**config.mk**
```make
export PLATFORM = sky130hd
export DESIGN_NAME = bus_command_supervisor
export DESIGN_NICKNAME = d
export VERILOG_FILES = /design/src/rtl/core/bcs_pkg.sv /design/src/rtl/core/bcs_cfg_regs.sv /design/src/rtl/core/bcs_eval.sv /design/src/rtl/core/bus_command_supervisor.sv
export VERILOG_INCLUDE_DIRS = /design/src /design/src/rtl/core
export SDC_FILE = /design/constraint.sdc
export NUM_CORES = 1
export LEC_CHECK = 0
export ABC_CLOCK_PERIOD_IN_PS = 8200
export BUFFER_PORTS_ARGS = -buffer_cell sky130_fd_sc_hd__buf_2
export CAP_MARGIN = 15
export CORE_MARGIN = 2
export CORE_UTILIZATION = 30
export CTS_CLUSTER_DIAMETER = 150
export DETAILED_ROUTE_END_ITERATION = 10
export PLACE_DENSITY = 0.44
export RECOVER_POWER = 50
export SYNTH_ARGS = -nofsm -noshare
export SYNTH_HDL_FRONTEND = slang
export SYNTH_HIERARCHICAL = 1
export SYNTH_SLANG_ARGS = --single-unit
```
**constraint.sdc**
```tcl
create_clock -name i_clk -period 8.2 [get_ports i_clk]
set_clock_uncertainty 0.15 [all_clocks]
set_input_delay 0 -clock i_clk [delete_from_list [all_inputs] [get_ports i_clk]]
set_output_delay 0 -clock i_clk [all_outputs]
set_load 0.005 [all_outputs]
```
**src/rtl/core/bus_command_supervisor_assert.svh**
```systemverilog
// Assertion macros used by the supervisor RTL.
`ifndef BUS_COMMAND_SUPERVISOR_ASSERT_SVH
`define BUS_COMMAND_SUPERVISOR_ASSERT_SVH

// Same-cycle implication, disabled during reset.
`define BCS_ASSERT_NOW(label, clk, rst_n, ante, cons, msg) \
    label: assert property (@(posedge clk) disable iff (!rst_n) (ante) |-> (cons)) \
        else $error(msg);

// Next-cycle implication, disabled during reset.
`define BCS_ASSERT_NEXT(label, clk, rst_n, ante, cons, msg) \
    label: assert property (@(posedge clk) disable iff (!rst_n) (ante) |=> (cons)) \
        else $error(msg);

`endif

```
**src/rtl/core/bcs_pkg.sv**
```systemverilog
// Shared types, codes and constants of the bus command supervisor.
package bcs_pkg;

    localparam int TIME_W = 32;
    localparam int PERIOD_W = 16;
    localparam int POS_W = 10;
    localparam int CFG_IDX_W = 2;

    localparam logic [2:0] CMD_NOP     = 3'd0;
    localparam logic [2:0] CMD_HOME    = 3'd1;
    localparam logic [2:0] CMD_SETPOS  = 3'd2;
    localparam logic [2:0] CMD_STOP    = 3'd3;
    localparam logic [2:0] CMD_CLEAR   = 3'd4;
    localparam logic [2:0] CMD_ONESHOT = 3'd5;

    localparam logic [2:0] ACT_NONE      = 3'd0;
    localparam logic [2:0] ACT_HOME      = 3'd1;
    localparam logic [2:0] ACT_SETPOS    = 3'd2;
    localparam logic [2:0] ACT_STOP      = 3'd3;
    localparam logic [2:0] ACT_CLEAR     = 3'd4;
    localparam logic [2:0] ACT_COMMFAULT = 3'd5;

    localparam logic FUNC_FRAME = 1'b0;
    localparam logic FUNC_TICK  = 1'b1;

    localparam logic [POS_W-1:0] PERMILLE_MAX = 10'd1000;

    localparam logic [CFG_IDX_W-1:0] REG_STATUS_PERIOD    = 2'd0;
    localparam logic [CFG_IDX_W-1:0] REG_DIAG_PERIOD      = 2'd1;
    localparam logic [CFG_IDX_W-1:0] REG_HEARTBEAT_PERIOD = 2'd2;
    localparam logic [CFG_IDX_W-1:0] REG_CONTROL_TIMEOUT  = 2'd3;

    localparam logic [PERIOD_W-1:0] RST_STATUS_PERIOD    = 16'd10;
    localparam logic [PERIOD_W-1:0] RST_DIAG_PERIOD      = 16'd100;
    localparam logic [PERIOD_W-1:0] RST_HEARTBEAT_PERIOD = 16'd100;
    localparam logic [PERIOD_W-1:0] RST_CONTROL_TIMEOUT  = 16'd50;

    typedef struct packed {
        logic [PERIOD_W-1:0] status_period;
        logic [PERIOD_W-1:0] diag_period;
        logic [PERIOD_W-1:0] heartbeat_period;
        logic [PERIOD_W-1:0] control_timeout;
    } t_cfg;

    typedef struct packed {
        logic              func;
        logic [TIME_W-1:0] now_ticks;
        logic [2:0]        command;
        logic [7:0]        sequence_req;
        logic [POS_W-1:0]  goal_permille;
        logic              command_accepted;
        logic              in_motion;
        logic [TIME_W-1:0] fault_word;
        logic [TIME_W-1:0] motor_fault_word;
    } t_item;

    typedef struct packed {
        logic [2:0]       action;
        logic [POS_W-1:0] target_permille;
        logic             send_status;
        logic             send_fault;
        logic             send_diag;
        logic             send_heartbeat;
        logic             was_duplicate;
        logic             control_active;
    } t_result;

endpackage

```
**src/rtl/core/bcs_cfg_regs.sv**
```systemverilog
// Configuration register file: periods and control timeout.
module bcs_cfg_regs (
    input  logic                          i_clk,
    input  logic                          i_rst_n,
    input  logic                          i_wr_en,
    input  logic [bcs_pkg::CFG_IDX_W-1:0] i_wr_index,
    input  logic [bcs_pkg::PERIOD_W-1:0]  i_wr_data,
    output bcs_pkg::t_cfg                 o_cfg
);

    bcs_pkg::t_cfg r_cfg;

    always_ff @(posedge i_clk) begin
        if (!i_rst_n) begin
            r_cfg.status_period    <= bcs_pkg::RST_STATUS_PERIOD;
            r_cfg.diag_period      <= bcs_pkg::RST_DIAG_PERIOD;
            r_cfg.heartbeat_period <= bcs_pkg::RST_HEARTBEAT_PERIOD;
            r_cfg.control_timeout  <= bcs_pkg::RST_CONTROL_TIMEOUT;
        end else if (i_wr_en) begin
            case (i_wr_index)
                bcs_pkg::REG_STATUS_PERIOD:    r_cfg.status_period    <= i_wr_data;
                bcs_pkg::REG_DIAG_PERIOD:      r_cfg.diag_period      <= i_wr_data;
                bcs_pkg::REG_HEARTBEAT_PERIOD: r_cfg.heartbeat_period <= i_wr_data;
                bcs_pkg::REG_CONTROL_TIMEOUT:  r_cfg.control_timeout  <= i_wr_data;
                default: ;
            endcase
        end
    end

    assign o_cfg = r_cfg;

endmodule

```
**src/rtl/core/bcs_eval.sv**
```systemverilog
// Supervisor state and the single-pass evaluation of one item.
`include "bus_command_supervisor_assert.svh"

module bcs_eval (
    input  logic             i_clk,
    input  logic             i_rst_n,
    input  logic             i_en,
    input  bcs_pkg::t_item   i_item,
    input  bcs_pkg::t_cfg    i_cfg,
    output bcs_pkg::t_result o_res
);

    logic                        r_started, n_started;
    logic [7:0]                  r_last_seq, n_last_seq;
    logic                        r_seq_valid, n_seq_valid;
    logic                        r_remote_active, n_remote_active;
    logic                        r_host_seen, n_host_seen;
    logic                        r_watchdog_latched, n_watchdog_latched;
    logic [bcs_pkg::TIME_W-1:0]  r_last_control_time, n_last_control_time;
    logic [bcs_pkg::TIME_W-1:0]  r_last_status_time, n_last_status_time;
    logic [bcs_pkg::TIME_W-1:0]  r_last_diag_time, n_last_diag_time;
    logic [bcs_pkg::TIME_W-1:0]  r_last_heartbeat_time, n_last_heartbeat_time;
    logic [bcs_pkg::TIME_W-1:0]  r_prev_faults, n_prev_faults;
    logic [bcs_pkg::TIME_W-1:0]  r_prev_motor_faults, n_prev_motor_faults;

    bcs_pkg::t_result res;
    logic             dup;

    function automatic logic elapsed(
        input logic [bcs_pkg::TIME_W-1:0]   now,
        input logic [bcs_pkg::TIME_W-1:0]   then_t,
        input logic [bcs_pkg::PERIOD_W-1:0] period
    );
        logic [bcs_pkg::TIME_W-1:0] diff;
        diff = now - then_t;
        return diff >= {{(bcs_pkg::TIME_W-bcs_pkg::PERIOD_W){1'b0}}, period};
    endfunction

    always_comb begin
        logic [bcs_pkg::TIME_W-1:0] now;
        logic [bcs_pkg::TIME_W-1:0] ctl_t, sts_t, dia_t, hb_t;
        now   = i_item.now_ticks;
        // The first item after reset stamps every timer with its own time.
        ctl_t = r_started ? r_last_control_time   : now;
        sts_t = r_started ? r_last_status_time    : now;
        dia_t = r_started ? r_last_diag_time      : now;
        hb_t  = r_started ? r_last_heartbeat_time : now;

        n_started             = 1'b1;
        n_last_seq            = r_last_seq;
        n_seq_valid           = r_seq_valid;
        n_remote_active       = r_remote_active;
        n_host_seen           = r_host_seen;
        n_watchdog_latched    = r_watchdog_latched;
        n_last_control_time   = ctl_t;
        n_last_status_time    = sts_t;
        n_last_diag_time      = dia_t;
        n_last_heartbeat_time = hb_t;
        n_prev_faults         = r_prev_faults;
        n_prev_motor_faults   = r_prev_motor_faults;

        res                 = '0;
        res.action          = bcs_pkg::ACT_NONE;
        res.send_heartbeat  = !r_started;
        dup                 = 1'b0;

        if (i_item.func == bcs_pkg::FUNC_FRAME) begin
            n_host_seen         = 1'b1;
            n_watchdog_latched  = 1'b0;
            n_last_control_time = now;
            dup = r_seq_valid && (i_item.sequence_req == r_last_seq) &&
                  (i_item.command != bcs_pkg::CMD_NOP) &&
                  (i_item.command != bcs_pkg::CMD_STOP) &&
                  (i_item.command != bcs_pkg::CMD_ONESHOT);
            if (!dup) begin
                if (i_item.command != bcs_pkg::CMD_NOP) begin
                    n_last_seq  = i_item.sequence_req;
                    n_seq_valid = 1'b1;
                end
                case (i_item.command)
                    bcs_pkg::CMD_HOME: begin
                        res.action = bcs_pkg::ACT_HOME;
                        if (i_item.command_accepted) n_remote_active = 1'b1;
                    end
                    bcs_pkg::CMD_SETPOS: begin
                        res.action = bcs_pkg::ACT_SETPOS;
                        res.target_permille =
                            (i_item.goal_permille > bcs_pkg::PERMILLE_MAX) ?
                            bcs_pkg::PERMILLE_MAX : i_item.goal_permille;
                        if (i_item.command_accepted) begin
                            n_remote_active = 1'b1;
                        end else begin
                            res.send_status = 1'b1;
                            res.send_fault  = 1'b1;
                        end
                    end
                    bcs_pkg::CMD_STOP: begin
                        res.action      = bcs_pkg::ACT_STOP;
                        n_remote_active = 1'b0;
                    end
                    bcs_pkg::CMD_CLEAR: begin
                        res.action      = bcs_pkg::ACT_CLEAR;
                        n_remote_active = 1'b0;
                    end
                    bcs_pkg::CMD_ONESHOT: begin
                        res.send_status = 1'b1;
                        res.send_fault  = 1'b1;
                        res.send_diag   = 1'b1;
                    end
                    default: ;
                endcase
            end
        end else begin
            // One-shot motion watchdog: trips once until the next frame.
            if (r_host_seen && r_remote_active && i_item.in_motion &&
                !r_watchdog_latched && elapsed(now, ctl_t, i_cfg.control_timeout)) begin
                res.action         = bcs_pkg::ACT_COMMFAULT;
                n_remote_active    = 1'b0;
                n_watchdog_latched = 1'b1;
            end
            if (elapsed(now, sts_t, i_cfg.status_period)) begin
                res.send_status    = 1'b1;
                n_last_status_time = now;
            end
            if ((i_item.fault_word != r_prev_faults) ||
                (i_item.motor_fault_word != r_prev_motor_faults) ||
                elapsed(now, dia_t, i_cfg.diag_period)) begin
                res.send_fault      = 1'b1;
                res.send_diag       = 1'b1;
                n_prev_faults       = i_item.fault_word;
                n_prev_motor_faults = i_item.motor_fault_word;
                n_last_diag_time    = now;
            end
            if (elapsed(now, hb_t, i_cfg.heartbeat_period)) begin
                res.send_heartbeat    = 1'b1;
                n_last_heartbeat_time = now;
            end
        end

        res.was_duplicate  = dup;
        res.control_active = n_remote_active;
    end

    always_ff @(posedge i_clk) begin
        if (!i_rst_n) begin
            r_started             <= 1'b0;
            r_last_seq            <= '0;
            r_seq_valid           <= 1'b0;
            r_remote_active       <= 1'b0;
            r_host_seen           <= 1'b0;
            r_watchdog_latched    <= 1'b0;
            r_last_control_time   <= '0;
            r_last_status_time    <= '0;
            r_last_diag_time      <= '0;
            r_last_heartbeat_time <= '0;
            r_prev_faults         <= '0;
            r_prev_motor_faults   <= '0;
        end else if (i_en) begin
            r_started             <= n_started;
            r_last_seq            <= n_last_seq;
            r_seq_valid           <= n_seq_valid;
            r_remote_active       <= n_remote_active;
            r_host_seen           <= n_host_seen;
            r_watchdog_latched    <= n_watchdog_latched;
            r_last_control_time   <= n_last_control_time;
            r_last_status_time    <= n_last_status_time;
            r_last_diag_time      <= n_last_diag_time;
            r_last_heartbeat_time <= n_last_heartbeat_time;
            r_prev_faults         <= n_prev_faults;
            r_prev_motor_faults   <= n_prev_motor_faults;
        end
    end

    assign o_res = res;

    `BCS_ASSERT_NOW(a_dup_no_action, i_clk, i_rst_n, i_en && dup, res.action == bcs_pkg::ACT_NONE, "duplicate frame produced an action")
    `BCS_ASSERT_NOW(a_trip_releases, i_clk, i_rst_n, i_en && (res.action == bcs_pkg::ACT_COMMFAULT), !res.control_active, "watchdog trip left control active")
    `BCS_ASSERT_NEXT(a_started_sticks, i_clk, i_rst_n, i_en, r_started, "first item did not mark the block started")
    `BCS_ASSERT_NEXT(a_latch_on_trip, i_clk, i_rst_n, !r_watchdog_latched && !(i_en && (res.action == bcs_pkg::ACT_COMMFAULT)), !r_watchdog_latched, "watchdog latch set without a trip")

endmodule

```
**src/rtl/core/bus_command_supervisor.sv**
```systemverilog
// Top level of the bus command supervisor: input stage, evaluation, result stage.
//
// The supervisor takes one item per cycle on the input channel: either a decoded
// control frame (func 0) or an end-of-period tick (func 1), and returns exactly one
// result per item, in order. An item is captured in the input register, passes
// through the evaluation logic and lands in the result register once that register
// is free or being drained, and is offered downstream from there. The sustained
// rate is one item per cycle; the result register is the only thing that can hold the
// pipe, and only while the downstream side keeps i_ready low. Frames drop repeated
// sequence numbers (nop, stop and status one-shot are always let through), map
// commands to gripper actions and track the control-active flag. Ticks run the
// one-shot motion watchdog and raise status, fault/diagnostic and heartbeat
// requests when their periods have elapsed on the wrapping 32-bit tick count, or
// when the fault words change. The first item after reset stamps all timers and
// requests a heartbeat. Periods are in ticks and are written through the
// configuration channel (index 0 status, 1 diag, 2 heartbeat, 3 control timeout),
// which is always ready; write them only while the block is idle. A zero period
// makes its request fire on every tick.
module bus_command_supervisor (
    input  logic                          i_clk,
    input  logic                          i_rst_n,

    input  logic                          i_cfg_valid,
    output logic                          o_cfg_ready,
    input  logic [bcs_pkg::CFG_IDX_W-1:0] i_cfg_index,
    input  logic [bcs_pkg::PERIOD_W-1:0]  i_cfg_data,

    input  logic                          i_valid,
    output logic                          o_ready,
    input  logic                          i_func,
    input  logic [bcs_pkg::TIME_W-1:0]    i_now_ticks,
    input  logic [2:0]                    i_command,
    input  logic [7:0]                    i_sequence_req,
    input  logic [bcs_pkg::POS_W-1:0]     i_goal_permille,
    input  logic                          i_command_accepted,
    input  logic                          i_in_motion,
    input  logic [bcs_pkg::TIME_W-1:0]    i_fault_word,
    input  logic [bcs_pkg::TIME_W-1:0]    i_motor_fault_word,

    output logic                          o_valid,
    input  logic                          i_ready,
    output logic [2:0]                    o_action,
    output logic [bcs_pkg::POS_W-1:0]     o_target_permille,
    output logic                          o_send_status,
    output logic                          o_send_fault,
    output logic                          o_send_diag,
    output logic                          o_send_heartbeat,
    output logic                          o_was_duplicate,
    output logic                          o_control_active
);

    bcs_pkg::t_cfg    cfg;
    bcs_pkg::t_item   r_item;
    bcs_pkg::t_result res;
    bcs_pkg::t_result r_res;
    logic             r_in_valid;
    logic             r_out_valid;
    logic             advance;
    logic             in_xfer;

    // Configuration writes never stall.
    assign o_cfg_ready = 1'b1;

    bcs_cfg_regs u_cfg (
        .i_clk      (i_clk),
        .i_rst_n    (i_rst_n),
        .i_wr_en    (i_cfg_valid),
        .i_wr_index (i_cfg_index),
        .i_wr_data  (i_cfg_data),
        .o_cfg      (cfg)
    );

    // Advance the held item whenever the result register is free or being drained.
    assign advance = r_in_valid && (!r_out_valid || i_ready);
    assign o_ready = !r_in_valid || advance;
    assign in_xfer = i_valid && o_ready;

    always_ff @(posedge i_clk) begin
        if (!i_rst_n) begin
            r_in_valid <= 1'b0;
        end else if (in_xfer) begin
            r_in_valid <= 1'b1;
        end else if (advance) begin
            r_in_valid <= 1'b0;
        end
    end

    // Payload of the input stage: capture on transfer, hold otherwise.
    always_ff @(posedge i_clk) begin
        if (in_xfer) begin
            r_item.func             <= i_func;
            r_item.now_ticks        <= i_now_ticks;
            r_item.command          <= i_command;
            r_item.sequence_req     <= i_sequence_req;
            r_item.goal_permille    <= i_goal_permille;
            r_item.command_accepted <= i_command_accepted;
            r_item.in_motion        <= i_in_motion;
            r_item.fault_word       <= i_fault_word;
            r_item.motor_fault_word <= i_motor_fault_word;
        end
    end

    // State updates land at the same edge the result is captured.
    bcs_eval u_eval (
        .i_clk   (i_clk),
        .i_rst_n (i_rst_n),
        .i_en    (advance),
        .i_item  (r_item),
        .i_cfg   (cfg),
        .o_res   (res)
    );

    always_ff @(posedge i_clk) begin
        if (!i_rst_n) begin
            r_out_valid <= 1'b0;
        end else if (advance) begin
            r_out_valid <= 1'b1;
        end else if (i_ready) begin
            r_out_valid <= 1'b0;
        end
    end

    always_ff @(posedge i_clk) begin
        if (advance) begin
            r_res <= res;
        end
    end

    assign o_valid           = r_out_valid;
    assign o_action          = r_res.action;
    assign o_target_permille = r_res.target_permille;
    assign o_send_status     = r_res.send_status;
    assign o_send_fault      = r_res.send_fault;
    assign o_send_diag       = r_res.send_diag;
    assign o_send_heartbeat  = r_res.send_heartbeat;
    assign o_was_duplicate   = r_res.was_duplicate;
    assign o_control_active  = r_res.control_active;

endmodule
```
==> impl_summary.log, run 1 <==
[metrics] result of the run: complete, but fails checks
[metrics] violations in the final reports: capacitance limit, slew limit
[metrics] TritonCTS clock tree: yes
[metrics] reg-to-reg critical path endpoint: u_eval/r_prev_motor_faults[28]
[metrics] RSZ-0062 raised after global routing: no
[metrics] router iterations before antenna repair: 5
[metrics] detail-routed net length per standard cell: 19.0 microns
[metrics] met3 capacity usage during global routing: about 2.6%
[metrics] final number of max-transition violations: roughly 340
[metrics] starting density of the core: 30.4%
[metrics] mean cell area of the mapped netlist: slightly above 9 sq um
[metrics] number of nets in the finished design: between 3000 and 4000
[metrics] met2 Track Usage GR: just over 30%
[metrics] type of the tightest min-delay check: input port to register
[metrics] Hold Fails Final Rpt: 0
[metrics] sequential-to-total area share from yosys stat: 38.5%
[metrics] pin count of the biggest net entering global routing: roughly 120
[metrics] met1 demand-to-capacity share in global routing: approximately 24%
[metrics] Distinct cells, synth: 84
[metrics] fraction of layout instances using a drive strength above 1: about 8.1%
[metrics] Layout Cell Area excl Fill: between 30000 and 40000 sq um
[metrics] number of synthesized flops with an enable pin: around 140
[metrics] initial antenna violation count: 2
[metrics] placer congestion estimate: between 0.9 and 1
[metrics] Critical Path Sink Type: register
[metrics] count of H-tree levels built during CTS: 2
[metrics] max_cap viols: 5
[metrics] Post-Synthesis Cell Area: around 25000 sq um
[metrics] number of vias in the routed layout: between 20000 and 25000
[metrics] Congestion Overflow GR: 0
[metrics] setup slack on the worst flop-to-flop path: approximately 1 ns
[metrics] cell depth of the worst flop-to-flop path: 21
[metrics] Worst-Margin Slew: between 4 and 5 ns
[metrics] fin crit share: between 80% and 90%
[metrics] Static Leakage: between 0.01 and 0.015 uW
[metrics] core area: 82200 sq um
[metrics] vias in the first global route: around 21000
[metrics] overall die area: 85500 sq um
[metrics] Post-synth top flop: dfxtp_1
[metrics] chip height: between 200 and 300 microns
[metrics] Detailed Place HPWL: 60500 microns
[metrics] warning count from the yosys run: 6
[metrics] async set or reset register ratio after synthesis: 0%
[metrics] post-synthesis sequential element count: 410
[metrics] power density normalized to cell area: roughly 200 nW/um^2
[metrics] net count after synthesis: 3064
[metrics] worst path arrival time: between 7 and 8 ns
[metrics] Setup Viol. Count Final: 0
[metrics] TritonCTS Buffers: 50
[metrics] Diodes inserted: 0
[metrics] Layout Utilization: a little under two fifths
[metrics] post-DR vias/cell: approximately 5
[metrics] GRT busiest layer: met2
[metrics] Antenna Violating Nets Remaining: 0
[metrics] maximum clock insertion buffer count: 3
[metrics] Total Neg Setup Slack: 0 ns
[metrics] synthesized netlist cell count: roughly 2700
[metrics] root buffer cell: clkbuf_16
[metrics] count of routing violations after the opening detailed-route iteration: 1204
[metrics] clock latency on the worst-skew pair: about 0.60 ns
[metrics] total clock sinks: 410
[metrics] Hold Path Stages: 2
[metrics] dpl cell area: roughly 27000 sq um
[metrics] Routed Wire Length: between 80000 and 90000 microns
[metrics] Hold EP: r_item[98]
[metrics] Clock Pin Slew Worst Setup and Hold Paths: 0.06 ns
[metrics] area grow syn2layout: 24.3%
[metrics] width of the die: 292 microns
[metrics] final critical-path required period: 7.20 ns
[metrics] combined global-route utilization of all metal layers: approximately 18%
[metrics] number of ports placed on the die boundary: between 150 and 200
[metrics] Critical R2R Launch: u_eval/r_started
[metrics] DRC violation count after routing: 0
[metrics] max_slew headroom: -218%
[metrics] site row count: around 110
[metrics] launch point of the worst hold path: i_now_ticks[11]
[metrics] f_max: ~140 MHz
[metrics] required time of the critical path: 8.53 ns
[metrics] count of buffers inserted at the top-level ports: 163
[metrics] worst-case vdd ir drop: between 0.15 and 0.2 mV
[metrics] post-CTS repair timing setup buffer count: 0
[metrics] largest fanout on the critical path: between 100 and 150
[metrics] Critical Path Start Type: register
[metrics] first-pass GRT wire length: between 100000 and 150000 microns
[metrics] category of the most critical setup path: register to register
worst max-delay path, cell delays in order, from the launching register on:
cell       delay, ns
dfxtp_4         0.36
buf_12          0.39
nor2b_1         0.18
a21oi_1         0.22
ha_1            0.30
a21oi_1         0.19
o21ai_0         0.15
a2111o_1        0.43
a21oi_1         0.43
nor2_1          0.11
xor2_1          0.17
ha_1            0.20
or4_1           0.51
or4_1           0.53
or4_1           0.48
a31oi_1         0.37
o2111ai_1       0.18
a2111o_1        0.39
o211ai_1        0.45
buf_12          0.41
mux2i_1         0.26
nor2b_1         0.06
per-stage QoR:
stage / power (uW) / setup WS, ns / std cells / hold WS, ns
detailed placement: 3810 / 1.09 / 3867 / 0.0281
finish: 6080 / 1.00 / 4228 / 0.0982
global placement: 3800 / 0.896 / 3866 / 0.0267
CTS: 6160 / 1.10 / 4228 / 0.00329
global route: 6420 / 0.453 / 4228 / 0.0918
floorplan: 3350 / 1.12 / 2725 / -0.0511
flip-flops by register name, indices dropped and copies added, names as in the netlist, 3 cells and up:
signal / flops
u_eval/r_prev_faults: 32
u_eval/r_last_status_time: 32
u_eval/r_last_seq: 8
u_eval/r_last_diag_time: 32
r_item: 120
u_eval/r_prev_motor_faults: 32
o_target_permille: 10
u_cfg/o_cfg: 64
u_eval/r_last_heartbeat_time: 32
o_action: 3
u_eval/r_last_control_time: 32
cells in the mapped netlist (28+ instances only):
library cell / number / area share (%)
mux2i_1: 234 / 9.4
nor2_1: 97 / 1.5
xnor2_1: 73 / 2.6
inv_1: 115 / 1.7
a21oi_1: 272 / 5.5
ha_1: 192 / 9.6
dfxtp_1: 271 / 22
edfxtp_1: 139 / 17
xor2_1: 77 / 2.7
o211ai_1: 29 / 0.87
nand3_1: 42 / 0.84
clkbuf_1: 84 / 1.3
nand2_1: 392 / 5.9
a21boi_0: 38 / 1.1
nor2b_1: 130 / 3.3
a21o_1: 49 / 1.5
o21ai_0: 92 / 1.8
nand4_1: 33 / 0.83
o21a_1: 28 / 0.84
metal layers:
layer  up-vias  wire, microns
met5         -              8
met4         2           2780
li1      10600              -
met1     10100          37100
met3       144           3580
met2       472          36700
layout by cell type (no fill, tap or decap), drive strengths merged, types with 118 or more instances in the layout:
cell	Yosys	routed
nand2	392	392
a21oi	273	273
dfxtp	271	271
dlygate4sd3	0	268
mux2i	234	234
ha	192	192
buf	31	157
edfxtp	139	139
nor2b	131	131
inv	115	118
worst max path at each step:
stage                      from                        endpoint
2_1_floorplan           o_valid                       r_item[0]
3_3_place_gp   u_eval/r_started                     o_action[0]
3_5_place_dp   u_eval/r_started  u_eval/r_prev_motor_faults[28]
4_1_cts        u_eval/r_started  u_eval/r_prev_motor_faults[28]
5_1_grt              r_item[88]        u_eval/r_prev_faults[19]
6_report       u_eval/r_started  u_eval/r_prev_motor_faults[28]
power by group:
part / switching, uW / leakage, uW / internal, uW
Sequential: 84.8 / 0.00355 / 2210
Clock: 915 / 0.000792 / 1290
Combinational: 924 / 0.00840 / 659
Total: 1920 / 0.0127 / 4160
logic make-up after synthesis:
group,after synthesis,synth area share (%)
simple gates,836,16.1
mux,236,9.47
compound gates,665,16.7
flops,410,38.5
other cells,1,0.0150
xor+xnor,150,5.26
fa+ha+maj,196,9.94
buf+inv,231,4.02
what timing repair did:
item | in CTS | in global routing
hold buffers | 268 | 0
endpoints found under the hold margin | 218 | 0
setup endpoints to repair | 0 | 0
gates resized for setup | 0 | 0
area by class of cell:
cell class,count,area (sq um)
Clock inverter,18,221
Tap cell,1070,1340
Timing Repair Buffer,455,3650
Fill cell,8171,51200
Inverter,116,435
Multi-Input combinational cell,2084,14400
Sequential cell,410,9600
Clock buffer,75,1410
(Power assumes the default switching activity.)
==> inputs of run 2 (changes only) <==
Settings changed: CELL_PAD_IN_SITES_DETAIL_PLACEMENT set to 1, CELL_PAD_IN_SITES_GLOBAL_PLACEMENT set to 1, PLACE_DENSITY 0.44 to 0.54.
==> run 2 against run 1 <==
- the flow still finishes with violations (capacitance limit, slew limit)
- register-to-register slack got worse by 0.36 ns
- routed wire length up 10%
- clock power grew 8%
- non-clock buffer count grew 5
- critical path depth increased by 2
- first-iteration DRC count shrank 25%
- die area is the same
- worst setup slack worse by 0.36 ns
- utilization is 0.17 points higher
- worst hold slack improved by 0.019 ns
- final area increased by 0.46%
- cell count hardly changed
- largest cell class unchanged
- highest routed layer is now met4
==> impl_summary.log, run 2 (same netlist as run 1, synthesis figures left out) <==
[metrics] result of the run: complete, but fails checks (unchanged)
[metrics] violations in the final reports: capacitance limit, slew limit (unchanged)
[metrics] fraction of layout instances using a drive strength above 1: 8.25% (was 8.07%)
[metrics] router iterations before antenna repair: 5 (unchanged)
[metrics] Routed Wire Length: 88500 microns (was 80200 microns)
[metrics] Critical Path Sink Type: register (unchanged)
[metrics] Hold Fails Final Rpt: 0 (unchanged)
[metrics] category of the most critical setup path: register to register (unchanged)
[metrics] hold-fix buffer count after cts: 271 (was 268)
[metrics] area grow syn2layout: 24.9% (was 24.3%)
[metrics] worst-case vdd ir drop: 0.141 mV (was 0.162 mV)
[metrics] count of buffers inserted at the top-level ports: 163 (unchanged)
[metrics] Clock Pin Slew Worst Setup and Hold Paths: 0.06 ns (about the same)
[metrics] Diodes inserted: 0 (unchanged)
[metrics] reg-to-reg critical path endpoint: u_eval/r_prev_motor_faults[10] (was u_eval/r_prev_motor_faults[28])
[metrics] final number of max-transition violations: 343 (was 341)
[metrics] final critical-path required period: 7.56 ns (was 7.20 ns)
[metrics] post-CTS repair timing setup buffer count: 0 (unchanged)
[metrics] Hold EP: u_cfg/o_cfg[34] (was r_item[98])
[metrics] Critical R2R Launch: u_eval/r_started (unchanged)
[metrics] max_slew headroom: -288% (was -218%)
[metrics] Critical Path Start Type: register (unchanged)
[metrics] combined global-route utilization of all metal layers: 20.3% (was 18.4%)
[metrics] Congestion Overflow GR: 0 (unchanged)
[metrics] DRC violation count after routing: 0 (unchanged)
[metrics] post-CTS resize count: 0 (unchanged)
[metrics] top library cells by usage in the layout, fill and taps aside: 392 x nand2_1, 271 x a21oi_1, 271 x dlygate4sd3_1 (was 392 x nand2_1, 270 x dfxtp_1, 270 x a21oi_1)
[metrics] number of ports placed on the die boundary: 165 (unchanged)
[metrics] commonest non-fill, non-tap cell in the layout: nand2_1 (unchanged)
[metrics] fin crit share: 92.2% (was 87.8%)
[metrics] overall die area: 85500 sq um (unchanged)
[metrics] cell depth of the worst flop-to-flop path: 23 (was 21)
[metrics] detail-routed net length per standard cell: 20.9 microns (was 19.0 microns)
[metrics] starting density of the core: 30.4% (unchanged)
[metrics] count of routing violations after the opening detailed-route iteration: 905 (was 1204)
[metrics] met2 Track Usage GR: 35.9% (was 30.4%)
[metrics] Worst-Margin Slew: 5.81 ns (was 4.77 ns)
[metrics] site row count: 105 (unchanged)
[metrics] Antenna Violating Nets Remaining: 0 (unchanged)
[metrics] GRT busiest layer: met2 (unchanged)
[metrics] power density normalized to cell area: 202 nW/um^2 (was 196 nW/um^2)
[metrics] start point of the critical path: u_eval/r_started (unchanged)
[metrics] number of nets in the finished design: 3460 (was 3456)
[metrics] number of flip-flops under the largest register name: 120 (unchanged)
[metrics] top register by number of flip-flops: r_item (unchanged)
[metrics] width of the die: 292 microns (unchanged)
[metrics] Static Leakage: 0.0128 uW (was 0.0127 uW)
[metrics] clock latency on the worst-skew pair: 0.61 ns (was 0.60 ns)
[metrics] TritonCTS clock tree: yes (unchanged)
[metrics] max_cap viols: 5 (unchanged)
[metrics] Total Neg Setup Slack: 0 ns (unchanged)
[metrics] f_max: 132 MHz (was 139 MHz)
[metrics] met1 demand-to-capacity share in global routing: 26.2% (was 24.5%)
[metrics] Detailed Place HPWL: 65600 microns (was 60500 microns)
[metrics] Hold Path Stages: 4 (was 2)
[metrics] number of vias in the routed layout: 21800 (was 21300)
[metrics] post-DR vias/cell: 5.16 (was 5.03)
[metrics] root buffer cell: clkbuf_16 (unchanged)
[metrics] total clock sinks: 410 (unchanged)
[metrics] TritonCTS Buffers: 49 (was 50)
[metrics] count of H-tree levels built during CTS: 2 (unchanged)
[metrics] Setup Viol. Count Final: 0 (unchanged)
[metrics] launch point of the worst hold path: i_cfg_data[2] (was i_now_ticks[11])
[metrics] core area: 82200 sq um (unchanged)
[metrics] setup slack on the worst flop-to-flop path: 0.64 ns (was 1.0 ns)
[metrics] largest fanout on the critical path: 64 (was 117)
[metrics] required time of the critical path: 8.51 ns (was 8.53 ns)
[metrics] Hold Worst Slack: 0.117 ns (was 0.0982 ns)
[metrics] met3 capacity usage during global routing: 2.09% (was 2.63%)
[metrics] maximum clock insertion buffer count: 3 (unchanged)
[metrics] chip height: 292 microns (unchanged)
[metrics] vias in the first global route: 23400 (was 21500)
[metrics] type of the tightest min-delay check: input port to register (unchanged)
[metrics] first-pass GRT wire length: 136000 microns (was 123000 microns)
[metrics] worst path arrival time: 7.88 ns (was 7.53 ns)
[metrics] Layout Utilization: 37.9% (was 37.7%)
[metrics] initial antenna violation count: 1 (was 2)
[metrics] placer congestion estimate: 0.890 (was 0.910)
[metrics] RSZ-0062 raised after global routing: no (unchanged)
[metrics] pin count of the biggest net entering global routing: 158 (was 118)
## run 2: cell count changes in the layout (fill, tap and decap cells not counted), moves of 2 or more
cell,before,now
and2_1,19,17
inv_16,2,0
clkinv_2,4,10
clkbuf_2,1,3
dlygate4sd3_1,268,271
buf_4,17,21
clkinv_4,4,1
clkbuf_8,6,3
and2_0,1,3
clkinvlp_4,0,2
bufinv_16,3,9
clkbuf_1,48,41
buf_2,137,131
## run 2: worst max-delay path: stages, from the launching register on
cell,delay (ns)
dfxtp_4,0.76
nor2b_1,0.22
a21oi_1,0.32
ha_1,0.33
a21o_1,0.20
a31oi_1,0.42
a211oi_1,0.16
nor2_1,0.50
nor2_1,0.10
nor2_1,0.17
o21ai_0,0.12
xor2_1,0.17
ha_1,0.20
a31oi_1,0.17
nand4_1,0.10
or4_1,0.58
or4_1,0.48
a31oi_1,0.32
o2111ai_1,0.19
a2111o_1,0.39
o211ai_1,0.45
buf_12,0.42
mux2i_1,0.31
nor2b_1,0.08
## run 2: routing by layer
metal	up-vias	wire [microns]	part of all wire [%]
li1	10500	-	-
met1	10800	40400	46
met2	339	43100	49
met3	121	2470	2.8
met4	0	2510	2.8
met5	-	0	0
## run 2: worst max path at each step
| stage | to | cells after the start |
|---|---|---|
| after detailed placement | u_eval/r_last_diag_time[6] | 23 |
| after global placement | u_eval/r_last_diag_time[0] | 23 |
| final | u_eval/r_prev_motor_faults[10] | 23 |
| after floorplan | r_item[0] | 2 |
| after global routing | u_eval/r_prev_motor_faults[10] | 23 |
| after CTS | u_eval/r_last_diag_time[17] | 23 |
## run 2: cell type report
cell class,count,area [sq um]
clock inverters,31,442
flip-flops and latches,410,9600
multi-input cells,2084,14400
clock buffers,61,1300
fillers,9468,51100
well taps,1070,1340
repair buffers,460,3690
inverters,116,435
## run 2: per-stage QoR
stage,instances,cell area (sq um),worst slack (ns),total power (uW)
floorplan,2725,25000,1.12,3350
global placement,3869,26800,0.874,3810
detailed placement,3869,26800,0.788,3850
CTS,4232,31300,0.712,6350
global route,4232,31200,0.225,6610
finish,4232,31200,0.636,6300
## run 2: report_power, final
part | internal (uW) | leakage [uW] | total (uW) | switching (uW)
clock network | 1420 | 0.000849 | 2380 | 954
logic | 663 | 0.00841 | 1620 | 958
registers | 2210 | 0.00355 | 2300 | 91.6
total | 4290 | 0.0128 | 6300 | 2000
==> inputs of run 3 (changes only) <==
Settings changed: ABC_AREA set to 1, PLACE_DENSITY 0.54 to 0.57.
==> run 3 against run 2 <==
- sequential share of layout area fell by 3.4 points
- combinational power rose by 20%
- fmax rose by 10%
- first-iteration DRC count rose by 77%
- clock power rose by 3%
- highest routed layer unchanged
- clock-buffer cell count rose by 17
- the flow still finishes with violations (capacitance limit, slew limit)
==> impl_summary.log, run 3 <==
[metrics] result of the run: complete, but fails checks (unchanged)
[metrics] violations in the final reports: capacitance limit, slew limit (unchanged)
[metrics] most area-consuming cells after synthesis: dfxtp_1 19%, nand2_1 16%, edfxtp_1 15% (was dfxtp_1 22%, edfxtp_1 17%, ha_1 9.6%)
[metrics] top library cells by usage in the layout, fill and taps aside: 1218 x nand2_1, 633 x inv_1, 605 x nor2_1 (was 392 x nand2_1, 271 x a21oi_1, 271 x dlygate4sd3_1)
[metrics] core area: 94600 sq um (was 82200 sq um)
[metrics] final number of max-transition violations: 225 (was 343)
[metrics] TritonCTS Buffers: 54 (was 49)
[metrics] chip height: 312 microns (was 292 microns)
[metrics] router iterations before antenna repair: 7 (was 5)
[metrics] worst path arrival time: 7.30 ns (was 7.88 ns)
[metrics] f_max: 146 MHz (was 132 MHz)
[metrics] net count after synthesis: 4714 (was 3064)
[metrics] max_cap viols: 5 (unchanged)
[metrics] Post-synth top flop: dfxtp_1 (unchanged)
[metrics] site row count: 113 (was 105)
[metrics] Critical Path Sink Type: register (unchanged)
[metrics] required time of the critical path: 8.63 ns (was 8.51 ns)
[metrics] root buffer cell: clkbuf_16 (unchanged)
[metrics] Setup Viol. Count Final: 0 (unchanged)
[metrics] largest area contributor in the synthesized netlist: dfxtp_1 (unchanged)
[metrics] warning count from the yosys run: 6 (unchanged)
[metrics] first-pass GRT wire length: 175000 microns (was 136000 microns)
[metrics] post-DR vias/cell: 4.84 (was 5.16)
[metrics] synthesized-area fraction occupied by xor and xnor cells: 3.34% (was 5.26%)
[metrics] launch point of the worst hold path: i_cfg_data[1] (was i_cfg_data[2])
[metrics] clock latency on the worst-skew pair: 0.65 ns (was 0.61 ns)
[metrics] max_slew headroom: -131% (was -288%)
[metrics] fin crit share: 83.8% (was 92.2%)
[metrics] cell with the most instances after synthesis: nand2_1 (unchanged)
[metrics] count of H-tree levels built during CTS: 2 (unchanged)
[metrics] synthesized netlist cell count: 4375 (was 2725)
[metrics] Congestion Overflow GR: 0 (unchanged)
[metrics] pin count of the biggest net entering global routing: 80 (was 158)
[metrics] Post-Synthesis Cell Area: 28500 sq um (was 25000 sq um)
[metrics] Layout Cell Area excl Fill: 35000 sq um (was 31200 sq um)
[metrics] vias in the first global route: 30300 (was 23400)
[metrics] sequential-to-total area share from yosys stat: 33.6% (was 38.5%)
[metrics] number of nets in the finished design: 5090 (was 3460)
[metrics] power density normalized to cell area: 192 nW/um^2 (was 202 nW/um^2)
[metrics] Worst-Margin Slew: 3.47 ns (was 5.81 ns)
[metrics] cell depth of the worst flop-to-flop path: 26 (was 23)
[metrics] Hold EP: u_cfg/o_cfg[1] (was u_cfg/o_cfg[34])
[metrics] number of vias in the routed layout: 29400 (was 21800)
[metrics] Hold Path Stages: 4 (unchanged)
[metrics] TritonCTS clock tree: yes (unchanged)
[metrics] Routed Wire Length: 113000 microns (was 88500 microns)
[metrics] reg-to-reg critical path endpoint: u_eval/r_prev_faults[25] (was u_eval/r_prev_motor_faults[10])
[metrics] final critical-path required period: 6.87 ns (was 7.56 ns)
[metrics] width of the die: 312 microns (was 292 microns)
[metrics] initial antenna violation count: 4 (was 1)
[metrics] Synth top area share: 19.0% (was 21.7%)
[metrics] overall die area: 97600 sq um (was 85500 sq um)
[metrics] commonest non-fill, non-tap cell in the layout: nand2_1 (unchanged)
[metrics] post-synthesis sequential element count: 410 (unchanged)
[metrics] detail-routed net length per standard cell: 18.6 microns (was 20.9 microns)
[metrics] mux share of post-synthesis cell area: 0% (was 9.47%)
[metrics] largest delay contributor family on the critical path: simple AND/OR/NAND/NOR gates (was compound AO/OA/AOI/OAI gates)
[metrics] fraction of layout instances using a drive strength above 1: 5.75% (was 8.25%)
[metrics] Distinct cells, synth: 50 (was 84)
[metrics] async set or reset register ratio after synthesis: 0% (unchanged)
[metrics] total clock sinks: 410 (unchanged)
[metrics] starting density of the core: 30.2% (was 30.4%)
[metrics] Critical Path Start Type: register (unchanged)
[metrics] dpl cell area: 30500 sq um (was 26800 sq um)
[metrics] category of the most critical setup path: register to register (unchanged)
[metrics] number of ports placed on the die boundary: 165 (unchanged)
[metrics] count of routing violations after the opening detailed-route iteration: 1605 (was 905)
[metrics] number of flip-flops under the largest register name: 120 (unchanged)
[metrics] type of the tightest min-delay check: input port to register (unchanged)
[metrics] largest family of logic cells by synthesized area: simple AND/OR/NAND/NOR gates (was compound AO/OA/AOI/OAI gates)
[metrics] basic-gate share of the synthesized area counting and, or, nand and nor cells: 33.3% (was 16.1%)
[metrics] slowest library cell on the worst path: dfxtp_4 (unchanged)
[metrics] worst-case vdd ir drop: 0.190 mV (was 0.141 mV)
[metrics] largest fanout on the critical path: 75 (was 64)
[metrics] count of buffers inserted at the top-level ports: 163 (unchanged)
[metrics] DRC violation count after routing: 0 (unchanged)
[metrics] Detailed Place HPWL: 83700 microns (was 65600 microns)
[metrics] mean cell area of the mapped netlist: 6.52 sq um (was 9.16 sq um)
[metrics] Antenna Violating Nets Remaining: 0 (unchanged)
[metrics] maximum clock insertion buffer count: 3 (unchanged)
[metrics] Static Leakage: 0.0170 uW (was 0.0128 uW)
[metrics] Critical R2R Launch: u_eval/r_started (unchanged)
[metrics] Compound-Gate Fraction of Synth Area: 10.2% (was 16.7%)
[metrics] cell types with the highest counts after synthesis: 1219 x nand2_1, 634 x inv_1, 606 x nor2_1, 351 x a21oi_1, 332 x nand3_1 (was 392 x nand2_1, 272 x a21oi_1, 271 x dfxtp_1, 234 x mux2i_1, 192 x ha_1)
[metrics] Clock Pin Slew Worst Setup and Hold Paths: 0.06 ns (about the same)
[metrics] post-CTS repair timing setup buffer count: 0 (unchanged)
[metrics] area grow syn2layout: 22.7% (was 24.9%)
[metrics] Total Neg Setup Slack: 0 ns (unchanged)
[metrics] RSZ-0062 raised after global routing: no (unchanged)
[metrics] placer congestion estimate: 0.868 (was 0.890)
[metrics] Hold Fails Final Rpt: 0 (unchanged)
[metrics] top register by number of flip-flops: r_item (unchanged)
[metrics] number of synthesized flops with an enable pin: 139 (unchanged)
[metrics] count of buffering cells on the critical path with inverters included: 3 (was 1)
[metrics] post-synthesis share of cell area spent on full adders, half adders and majority gates: 8.70% (was 9.94%)
[metrics] combined global-route utilization of all metal layers: 22.9% (was 20.3%)
[metrics] most frequent CP cell: nand2_1
[metrics] setup slack on the worst flop-to-flop path: 1.33 ns (was 0.64 ns)
[metrics] largest incremental delay on the critical path: 0.91 ns (was 0.76 ns)
run 3: cell families after synthesis:
| family | Yosys count |
|---|---|
| buffers and inverters | 784 |
| other | 1 |
| AO/OA/AOI/OAI | 549 |
| XOR/XNOR | 109 |
| flip-flops | 410 |
| adder cells (fa/ha/maj) | 196 |
| AND/OR/NAND/NOR | 2326 |
run 3: worst max-delay path by stage:
stage | startpoint | to | cells past startpoint
3_3_place_gp | u_eval/r_started | u_eval/r_prev_motor_faults[15] | 26
5_1_grt | u_eval/r_started | u_eval/r_prev_motor_faults[4] | 26
3_5_place_dp | u_eval/r_started | u_eval/r_prev_motor_faults[29] | 26
6_report | u_eval/r_started | u_eval/r_prev_faults[25] | 26
4_1_cts | u_eval/r_started | u_eval/r_prev_motor_faults[16] | 26
2_1_floorplan | u_eval/r_started | o_send_status | 28
run 3: per-stage QoR:
step | hold slack [ns] | utilization (%) | setup WS [ns] | total power (uW) | std cells
after CTS | 0.0126 | 37.1 | 1.22 | 6810 | 6061
after global placement | 0.0260 | 32.2 | 1.29 | 4180 | 5685
final | 0.0510 | 37.0 | 1.33 | 6720 | 6064
after detailed placement | 0.0283 | 32.2 | 1.24 | 4200 | 5685
after floorplan | -0.0511 | - | 3.74 | 3580 | 4375
after global routing | 0.0764 | 37.0 | 0.683 | 7150 | 6062
run 3: timing repair:
action,CTS,global route
gates resized for setup,0,0
hold buffers,274,0
endpoints found under the hold margin,295,0
run 3: power breakdown:
part,switching (uW),internal (uW)
registers,97.5,2230
logic,1260,679
clock network,1020,1440
total,2370,4350
run 3: metal layers:
layer / global-route usage [%] / part of all wire, %
met2: 40.0 / 48
met1: 30.0 / 46
met5: 0 / 0
met3: 2.38 / 3.3
met4: 5.58 / 2.2
run 3: final cells by class:
cell class / instances / area [sq um]
Antenna cell: 2 / 5.00
Clock buffer: 78 / 1500
Timing Repair Buffer: 466 / 3730
Multi-Input combinational cell: 3181 / 15900
Inverter: 638 / 2400
Fill cell: 12100 / 59600
Clock inverter: 24 / 335
Tap cell: 1265 / 1580
Sequential cell: 410 / 9600
run 3: worst register-to-register path, cell delays in order (launching register included):
cell and delay [ns]:
dfxtp_4 0.91, buf_4 0.63, nor2_1 0.21, a21oi_1 0.35
ha_1 0.29, nand2_1 0.13, nor2_2 0.18, nand2_1 0.08
nand2_1 0.08, inv_1 0.04, nand2_1 0.12, xor2_1 0.22
ha_1 0.28, a21oi_1 0.37, nand3_1 0.13, nor3_1 0.19
nand2_1 0.07, nor2_1 0.23, nand3_1 0.12, nor2_1 0.12
nand3_1 0.09, nor2_2 0.17, nand2_4 0.22, nand2_8 0.48
buf_4 0.61, nor3_1 0.20, nor2_1 0.14
